File: config.mk
export PLATFORM = sky130hd
export DESIGN_NAME = lfo_multiwave_with_lfsr_noise_flat
export DESIGN_NICKNAME = d
export VERILOG_FILES = /design/src/rtl/lfo_pkg.sv /design/src/rtl/lfo_if.sv /design/src/rtl/lfo_shape.sv /design/src/rtl/lfo_multiwave_with_lfsr_noise.sv /design/src/flat_wrapper.sv
export VERILOG_INCLUDE_DIRS = /design/src /design/src/rtl
export SDC_FILE = /design/constraint.sdc
export NUM_CORES = 2
export LEC_CHECK = 0
export BUFFER_PORTS_ARGS = -buffer_cell sky130_fd_sc_hd__buf_2
export CORE_ASPECT_RATIO = 1.25
export CORE_MARGIN = 4
export CORE_UTILIZATION = 59
export CTS_BUF_LIST = sky130_fd_sc_hd__clkbuf_16
export DETAILED_ROUTE_END_ITERATION = 16
export PLACE_DENSITY = 0.81
export SYNTH_ARGS = -nofsm -noshare
export SYNTH_HDL_FRONTEND = slang
export SYNTH_HIERARCHICAL = 1
export SYNTH_SLANG_ARGS = --single-unit
File: constraint.sdc
create_clock -name clk -period 9.2 [get_ports clk]
set_clock_uncertainty 0.05 [all_clocks]
set_input_delay 1.38 -clock clk [delete_from_list [all_inputs] [get_ports clk]]
set_output_delay 1.38 -clock clk [all_outputs]
set_load 0.1 [all_outputs]
File: src/rtl/lfo_multiwave_with_lfsr_noise_assert.svh
// assertion macros shared by the lfo rtl
`ifndef LFO_MULTIWAVE_WITH_LFSR_NOISE_ASSERT_SVH
`define LFO_MULTIWAVE_WITH_LFSR_NOISE_ASSERT_SVH

// same-cycle implication, checked out of reset
`define LFO_ASSERT_IMP(lbl, ante, cons) \
  lbl: assert property (@(posedge clk) disable iff (rst) (ante) |-> (cons)) \
    else $error("lfo assertion failed");

// next-cycle implication, checked out of reset
`define LFO_ASSERT_NXT(lbl, ante, cons) \
  lbl: assert property (@(posedge clk) disable iff (rst) (ante) |=> (cons)) \
    else $error("lfo assertion failed");

`endif

File: src/rtl/lfo_pkg.sv
// package: types, constants and helpers for the lfo
package lfo_pkg;

  localparam int PHASE_FRACTION_BITS = 14;
  localparam int IDX_W = 16;
  localparam int ACC_W = IDX_W + PHASE_FRACTION_BITS;
  localparam int SAMPLE_W = 16;
  localparam int PULSE_W = 17;
  localparam int NOISE_W = 23;
  localparam int NOISE_TAP = 17;
  localparam int CFG_INDEX_W = 2;
  localparam int WAVE_W = 3;

  localparam logic [NOISE_W-1:0] NOISE_RESET = 23'h7ffff8;
  localparam int PHASE_STEP_RESET = 1217;
  localparam logic [PULSE_W-1:0] PULSE_RESET = 17'd32768;

  localparam logic [14:0] SIN_A = 15'd25736;
  localparam logic [13:0] SIN_B = 14'd10583;
  localparam logic [10:0] SIN_C = 11'd1306;

  typedef enum logic [WAVE_W-1:0] {
    SHAPE_RAMP     = 3'd0,
    SHAPE_SQUARE   = 3'd1,
    SHAPE_TRIANGLE = 3'd2,
    SHAPE_SINUS    = 3'd3,
    SHAPE_NOISE    = 3'd4
  } wave_t;

  typedef enum logic [CFG_INDEX_W-1:0] {
    REG_PHASE_STEP  = 2'd0,
    REG_PULSE_WIDTH = 2'd1,
    REG_WAVE_SELECT = 2'd2,
    REG_RETRIGGER   = 2'd3
  } cfg_reg_t;

  typedef struct packed {
    logic [WAVE_W-1:0] wave;
    logic [IDX_W-1:0]  idx;
    logic              pulse_low;
    logic [7:0]        noise;
  } shape_word_t;

  function automatic logic [7:0] noise_tap(input logic [NOISE_W-1:0] sr);
    logic [7:0] v;
    v = {sr[22], sr[20], sr[16], sr[13], sr[11], sr[7], sr[4], sr[2]};
    return v;
  endfunction

endpackage

File: src/rtl/lfo_if.sv
// handshake interfaces for trigger, sample and configuration channels
interface lfo_trig_if;
  logic valid;
  logic ready;
  logic note_trigger;
  modport source (output valid, output note_trigger, input ready);
  modport sink (input valid, input note_trigger, output ready);
endinterface

interface lfo_sample_if;
  logic                                valid;
  logic                                ready;
  logic signed [lfo_pkg::SAMPLE_W-1:0] sample;
  modport source (output valid, output sample, input ready);
  modport sink (input valid, input sample, output ready);
endinterface

interface lfo_cfg_if #(parameter int DATA_W = lfo_pkg::ACC_W);
  logic                            valid;
  logic                            ready;
  logic [lfo_pkg::CFG_INDEX_W-1:0] reg_index;
  logic [DATA_W-1:0]               data;
  modport source (output valid, output reg_index, output data, input ready);
  modport sink (input valid, input reg_index, input data, output ready);
endinterface

File: src/rtl/lfo_shape.sv
// waveform shaping pipeline: five stages from phase word to output sample
module lfo_shape (
  input  logic                 clk,
  input  logic                 rst,
  input  lfo_pkg::shape_word_t word_in,
  input  logic                 word_valid,
  output logic                 word_ready,
  lfo_sample_if.source         wave_out
);

  logic v1, v2, v3, v4, v5;
  logic ld1, ld2, ld3, ld4, ld5;

  logic        s1_sine, s2_sine, s3_sine, s4_sine;
  logic        s1_neg, s2_neg, s3_neg, s4_neg;
  logic [15:0] s1_other, s2_other, s3_other, s4_other;
  logic [14:0] s1_u, s2_u, s3_u;
  logic [14:0] s1_u2, s2_u2;
  logic [10:0] s2_p1;
  logic [13:0] s3_p2;
  logic [14:0] s4_p3;
  logic [15:0] s5_sample;

  logic [15:0] other_next;
  logic [14:0] u_next;
  logic [29:0] usq;
  logic [25:0] prod1;
  logic [13:0] t1;
  logic [28:0] prod2;
  logic [14:0] t2;
  logic [29:0] prod3;
  logic [15:0] ysat;
  logic [15:0] sample_next;

  always_comb begin
    ld5 = !v5 || wave_out.ready;
    ld4 = !v4 || ld5;
    ld3 = !v3 || ld4;
    ld2 = !v2 || ld3;
    ld1 = !v1 || ld2;
    word_ready = ld1;
  end

  // stage 1: non-sine waves and sine fold plus square
  always_comb begin
    case (lfo_pkg::wave_t'(word_in.wave))
      lfo_pkg::SHAPE_RAMP: begin
        other_next = word_in.idx ^ 16'h8000;
      end
      lfo_pkg::SHAPE_SQUARE: begin
        other_next = word_in.pulse_low ? 16'h8000 : 16'h7fff;
      end
      lfo_pkg::SHAPE_TRIANGLE: begin
        other_next = (word_in.idx[15] ? ~{word_in.idx[14:0], 1'b0}
                                      : {word_in.idx[14:0], 1'b0}) ^ 16'h8000;
      end
      default: begin
        other_next = {word_in.noise, 8'h00} ^ 16'h8000;
      end
    endcase
    u_next = word_in.idx[14] ? (15'h4000 - {1'b0, word_in.idx[13:0]})
                             : {1'b0, word_in.idx[13:0]};
    usq = 30'(u_next) * 30'(u_next);
  end

  // stages 2 to 4: polynomial terms, one product each
  always_comb begin
    prod1 = 26'(s1_u2) * 26'(lfo_pkg::SIN_C);
    t1    = lfo_pkg::SIN_B - {3'b000, s2_p1};
    prod2 = 29'(s2_u2) * 29'(t1);
    t2    = lfo_pkg::SIN_A - {1'b0, s3_p2};
    prod3 = 30'(s3_u) * 30'(t2);
  end

  // stage 5: scale, clamp, sign
  always_comb begin
    ysat = s4_p3[14] ? 16'h7fff : {s4_p3, 1'b0};
    if (s4_sine) begin
      sample_next = s4_neg ? (16'h0000 - ysat) : ysat;
    end else begin
      sample_next = s4_other;
    end
  end

  always_ff @(posedge clk) begin
    if (rst) begin
      v1 <= 1'b0;
      v2 <= 1'b0;
      v3 <= 1'b0;
      v4 <= 1'b0;
      v5 <= 1'b0;
    end else begin
      if (ld1) v1 <= word_valid;
      if (ld2) v2 <= v1;
      if (ld3) v3 <= v2;
      if (ld4) v4 <= v3;
      if (ld5) v5 <= v4;
    end
  end

  always_ff @(posedge clk) begin
    if (ld1) begin
      s1_sine  <= (word_in.wave == lfo_pkg::SHAPE_SINUS);
      s1_neg   <= word_in.idx[15];
      s1_other <= other_next;
      s1_u     <= u_next;
      s1_u2    <= usq[28:14];
    end
    if (ld2) begin
      s2_sine  <= s1_sine;
      s2_neg   <= s1_neg;
      s2_other <= s1_other;
      s2_u     <= s1_u;
      s2_u2    <= s1_u2;
      s2_p1    <= prod1[24:14];
    end
    if (ld3) begin
      s3_sine  <= s2_sine;
      s3_neg   <= s2_neg;
      s3_other <= s2_other;
      s3_u     <= s2_u;
      s3_p2    <= prod2[27:14];
    end
    if (ld4) begin
      s4_sine  <= s3_sine;
      s4_neg   <= s3_neg;
      s4_other <= s3_other;
      s4_p3    <= prod3[28:14];
    end
    if (ld5) begin
      s5_sample <= sample_next;
    end
  end

  assign wave_out.valid  = v5;
  assign wave_out.sample = s5_sample;

`include "lfo_multiwave_with_lfsr_noise_assert.svh"

  `LFO_ASSERT_IMP(a_fill_order, $rose(v5), $past(v4))
  `LFO_ASSERT_IMP(a_sine_range, v4, s4_p3 <= lfo_pkg::SIN_A)
  `LFO_ASSERT_IMP(a_no_drop, !word_ready, v1 && v2 && v3 && v4 && v5)

endmodule

File: src/rtl/lfo_multiwave_with_lfsr_noise.sv
// top level: phase accumulator, noise shift register, config and shaping pipeline
// path: an accepted trigger word passes the word register, then shaping stages 1 to 5, to the output
// throughput: one word per cycle; ready drops only when all six stage registers
//   hold words and the output is stalled; the sine path's chained products set the depth
// reset (synchronous, rst high): phase cleared, noise register 0x7ffff8,
//   registers to reset values, pipeline empty
module lfo_multiwave_with_lfsr_noise (
  input  logic          clk,
  input  logic          rst,
  lfo_trig_if.sink      trig,
  lfo_sample_if.source  wave_out,
  lfo_cfg_if.sink       cfg
);

  localparam int ACC_W = lfo_pkg::ACC_W;

  logic [ACC_W-1:0]             phase_step;
  logic [lfo_pkg::PULSE_W-1:0]  pulse_width;
  logic [lfo_pkg::WAVE_W-1:0]   wave_select;
  logic                         retrigger_enable;

  logic [ACC_W-1:0]             phase_accum;
  logic [ACC_W-1:0]             phase_base;
  logic [ACC_W:0]               phase_sum;
  logic [lfo_pkg::NOISE_W-1:0]  noise_shift;
  logic [lfo_pkg::NOISE_W-1:0]  noise_base;
  logic [lfo_pkg::NOISE_W-1:0]  noise_shift_next;
  logic [lfo_pkg::IDX_W-1:0]    idx;

  logic                         restart;
  logic                         in_accept;
  logic                         stage_ready;
  logic                         shape_ready;
  logic                         word_valid;
  lfo_pkg::shape_word_t         word;
  lfo_pkg::shape_word_t         word_next;

  always_comb begin
    restart    = trig.note_trigger && retrigger_enable;
    phase_base = restart ? '0 : phase_accum;
    noise_base = restart ? lfo_pkg::NOISE_RESET : noise_shift;
    idx        = phase_base[ACC_W-1 -: lfo_pkg::IDX_W];
    phase_sum  = {1'b0, phase_base} + {1'b0, phase_step};
    // carry out of the accumulator clocks the noise register
    if (phase_sum[ACC_W]) begin
      noise_shift_next = {noise_base[lfo_pkg::NOISE_W-2:0],
                          noise_base[lfo_pkg::NOISE_W-1] ^ noise_base[lfo_pkg::NOISE_TAP]};
    end else begin
      noise_shift_next = noise_base;
    end
    word_next.wave      = wave_select;
    word_next.idx       = idx;
    word_next.pulse_low = ({1'b0, idx} < pulse_width);
    word_next.noise     = lfo_pkg::noise_tap(noise_base);
  end

  assign stage_ready = !word_valid || shape_ready;
  assign trig.ready  = stage_ready;
  assign in_accept   = trig.valid && stage_ready;
  assign cfg.ready   = 1'b1;

  always_ff @(posedge clk) begin
    if (rst) begin
      phase_step       <= ACC_W'(lfo_pkg::PHASE_STEP_RESET);
      pulse_width      <= lfo_pkg::PULSE_RESET;
      wave_select      <= lfo_pkg::SHAPE_RAMP;
      retrigger_enable <= 1'b0;
      phase_accum      <= '0;
      noise_shift      <= lfo_pkg::NOISE_RESET;
      word_valid       <= 1'b0;
    end else begin
      if (cfg.valid) begin
        case (lfo_pkg::cfg_reg_t'(cfg.reg_index))
          lfo_pkg::REG_PHASE_STEP: begin
            phase_step <= cfg.data;
          end
          lfo_pkg::REG_PULSE_WIDTH: begin
            pulse_width <= cfg.data[lfo_pkg::PULSE_W-1:0];
          end
          lfo_pkg::REG_WAVE_SELECT: begin
            wave_select <= cfg.data[lfo_pkg::WAVE_W-1:0];
          end
          lfo_pkg::REG_RETRIGGER: begin
            retrigger_enable <= cfg.data[0];
          end
          default: begin
          end
        endcase
      end
      if (in_accept) begin
        phase_accum <= phase_sum[ACC_W-1:0];
        noise_shift <= noise_shift_next;
      end
      if (stage_ready) begin
        word_valid <= trig.valid;
      end
    end
  end

  always_ff @(posedge clk) begin
    if (stage_ready) begin
      word <= word_next;
    end
  end

  lfo_shape u_shape (
    .clk        (clk),
    .rst        (rst),
    .word_in    (word),
    .word_valid (word_valid),
    .word_ready (shape_ready),
    .wave_out   (wave_out)
  );

`include "lfo_multiwave_with_lfsr_noise_assert.svh"

  `LFO_ASSERT_NXT(a_retrig_phase, in_accept && restart, phase_accum == $past(phase_step))
  `LFO_ASSERT_IMP(a_noise_live, 1'b1, noise_shift != '0)
  `LFO_ASSERT_NXT(a_hold_idle, !in_accept, $stable(phase_accum) && $stable(noise_shift))

endmodule

File: src/flat_wrapper.sv
// flat-port wrapper written by rule: the top's interface ports become plain ports
module lfo_multiwave_with_lfsr_noise_flat 
  (clk, rst, trig_valid, trig_note_trigger, trig_ready, wave_out_valid, wave_out_sample, wave_out_ready, cfg_valid, cfg_reg_index, cfg_data, cfg_ready);
  lfo_trig_if trig_i ();
  lfo_sample_if wave_out_i ();
  lfo_cfg_if #(.DATA_W(30)) cfg_i ();
  input  logic clk;
  input  logic rst;
  input wire logic [$bits(trig_i.valid)-1:0] trig_valid;
  input wire logic [$bits(trig_i.note_trigger)-1:0] trig_note_trigger;
  output wire logic [$bits(trig_i.ready)-1:0] trig_ready;
  output wire logic [$bits(wave_out_i.valid)-1:0] wave_out_valid;
  output wire logic [$bits(wave_out_i.sample)-1:0] wave_out_sample;
  input wire logic [$bits(wave_out_i.ready)-1:0] wave_out_ready;
  input wire logic [$bits(cfg_i.valid)-1:0] cfg_valid;
  input wire logic [$bits(cfg_i.reg_index)-1:0] cfg_reg_index;
  input wire logic [$bits(cfg_i.data)-1:0] cfg_data;
  output wire logic [$bits(cfg_i.ready)-1:0] cfg_ready;
  assign trig_i.valid = trig_valid;
  assign trig_i.note_trigger = trig_note_trigger;
  assign trig_ready = trig_i.ready;
  assign wave_out_valid = wave_out_i.valid;
  assign wave_out_sample = wave_out_i.sample;
  assign wave_out_i.ready = wave_out_ready;
  assign cfg_i.valid = cfg_valid;
  assign cfg_i.reg_index = cfg_reg_index;
  assign cfg_i.data = cfg_data;
  assign cfg_ready = cfg_i.ready;
  lfo_multiwave_with_lfsr_noise u_core (.clk(clk), .rst(rst), .trig(trig_i), .wave_out(wave_out_i), .cfg(cfg_i));
endmodule
==> metrics <==
final worst path period need 8720 ps; met3 wire length between 3000 and 4000 microns; Post-Synthesis Cells 3655; Critical Path RT between 9000 and 10000 ps; CP startpoint u_core/word[9]; crit-path max cell delay about 1000 ps; Post-Route M1 WL 28400 microns; hold path depth 0; initial core utilization approximately 60%; # DRC 0; Slew HR about 12%; first-pass GRT wire length about 130000 microns; CTS max path bufs 3; CP startpoint kind flip-flop; clock sinks around 340; die span in y 284 microns; final core utilization 63.4%; RR Endpoint u_core/u_shape/s1_u2[14]; Slowest-stage cell, CP xnor2_1; CTS tree yes; final setup fails 0; RSZ-0062 raised after global routing false; vias approximately 25000; Critical Path Fanout Max 12; Period Utilization, post-route 94.8%; # H-tree levels 2; ranking of synthesized cells by area fa_1 (26%), edfxtp_1 (19%), ha_1 (14%); post-CTS sizing 0; core area 59900 sq um; Reg2Reg Depth 26; pin count of the biggest net entering global routing 62; Setup Total Neg Slack 0 ps; cell row count 100; Peak Freq 115 MHz; Worst R2R Start u_core/word[9]; Pre-Repair DR Iteration Count 6; post-synthesis register bit count roughly 340; DIE AREA 64900 sq um; Worst Hold Class reg2reg; WL met2 39700 microns; layout net count between 4000 and 5000; vias per inst 5.65; Synth top area share 26.0%; cell taking the most area after synthesis fa_1; Synth Cell Area 35900 sq um; most frequent CP cell fa_1; Die Span X 229 microns; count leader, synth inv_1; Num CTS Buffers 35; post-synthesis cell type count 89; routed len/inst 16.9 microns; drt total wl 75200 microns; antenna-violating nets left 0; Hold Path End u_core/u_shape/s3_u[13]; final hold vios 0; clk slew on worst S/H paths around 60 ps; all-layer global routing usage approximately a quarter; First DRT Iteration DRCs 1547; hold_sp u_core/u_shape/s2_u[13]; max_cap viols 0; Critical Path End Type flip-flop; # IOs 57; Async S/R FF share, synth 0%; Slew Limit Fails 0; routability cong. 0.928; DP HPWL just under 60000 microns; post-synthesis sequential area ratio 25.5%; critical path data arrival time 8940 ps; WS Path Type reg2reg; remaining global-route overflow 0; synth cell count leaders inv_1 (620), fa_1 (467), nand2_1 (458); Post-CTS Repair Setup Buffers 0; Synth-to-Final Area Change 5.78%; antenna violations before repair 0; IO buf count 55; Reg2Reg Setup Slack 480 ps; synthesis warning total 6; Root Driver clkbuf_16; status finished clean; average size of a mapped cell 9.82 sq um; worst slew pin tran 1310 ps; share of cells above drive strength 1 5.04%; top layer used by detailed routing met4; number of flops mapped to enable cells by yosys 231; Skew-Pair Late Insertion Delay 550 ps; Hold Buf Count CTS 0; number of global-route vias before repair 26600; Main synth FF type edfxtp_1
-- through the flow --
stage	instances	cell area (sq um)	worst slack (ps)	hold slack, ps
after floorplan	3663	35900	1250	350
after global placement	4372	36900	784	351
after detailed placement	4372	36900	613	355
after CTS	4436	38000	585	357
after global routing	4436	38000	15.2	356
final	4437	38000	479	353
-- flip-flops by register name (all words and copies together), names as in the netlist, 17 cells and up --
| name | cells |
|---|---|
| u_core/noise_shift | 23 |
| u_core/phase_accum | 30 |
| u_core/phase_step | 30 |
| u_core/pulse_width | 17 |
| u_core/word | 28 |
-- worst max-delay path, delay by kind of cell (launching register included) --
family	cells	cell delay, ps
xor gates and xnor gates	2	1140
buffers and inverters	4	750
and+or+nand+nor	4	610
AOI/OAI and AO/OA	8	1890
DFF	1	590
adders and majority gates	8	3420
-- cell usage in the layout (no fill, tap or decap), types with 38 or more instances in the layout --
cell type / count
a21o_1: 38
a21oi_1: 166
and2_1: 190
buf_2: 54
buf_4: 40
dfxtp_1: 110
edfxtp_1: 231
fa_1: 467
ha_1: 407
inv_1: 624
nand2_1: 457
nand2b_1: 54
nor2_1: 169
nor2b_1: 55
o21ai_0: 85
xnor2_1: 102
xor2_1: 46
-- final cells by class --
cell class	instances	area (sq um)
antenna	1	2.50
fill	4676	22000
timing repair buffer	94	571
tap	765	957
clock buffer	35	876
inverter	624	2340
sequential	341	9140
clock inverter	29	199
multi-input combinational	2548	23900
-- how the worst max path moves through the flow --
stage / end / slack, ps / depth (start not counted)
2_1_floorplan: u_core/u_shape/s1_u2[14] / 1250 / 28
3_3_place_gp: u_core/u_shape/s1_u2[14] / 780 / 26
3_5_place_dp: u_core/u_shape/s1_u2[14] / 610 / 26
4_1_cts: u_core/u_shape/s1_u2[14] / 580 / 26
5_1_grt: u_core/u_shape/s1_u2[14] / 20 / 26
6_report: u_core/u_shape/s1_u2[14] / 480 / 26
-- metal layers --
metal,GRT usage (%),vias to the layer above
met5,0,-
met4,10.2,0
met3,2.53,232
met2,43.8,732
met1,27.7,12400
li1,-,11700
-- logic make-up (layout without fill, tap and decap cells) --
logic type,Yosys count,after routing,share of synthesized area [%]
other cells,3,12,0.0314
xor+xnor,149,149,3.64
simple gates,1045,1045,13.9
fa+ha+maj,881,881,40.4
compound gates,450,450,8.06
mux,12,12,0.349
buf+inv,774,782,8.15
flops,341,341,25.5
Power is left out: the tool's default activity adds up to more than one toggle a clock period on the data nets, which glitch-free logic cannot reach.
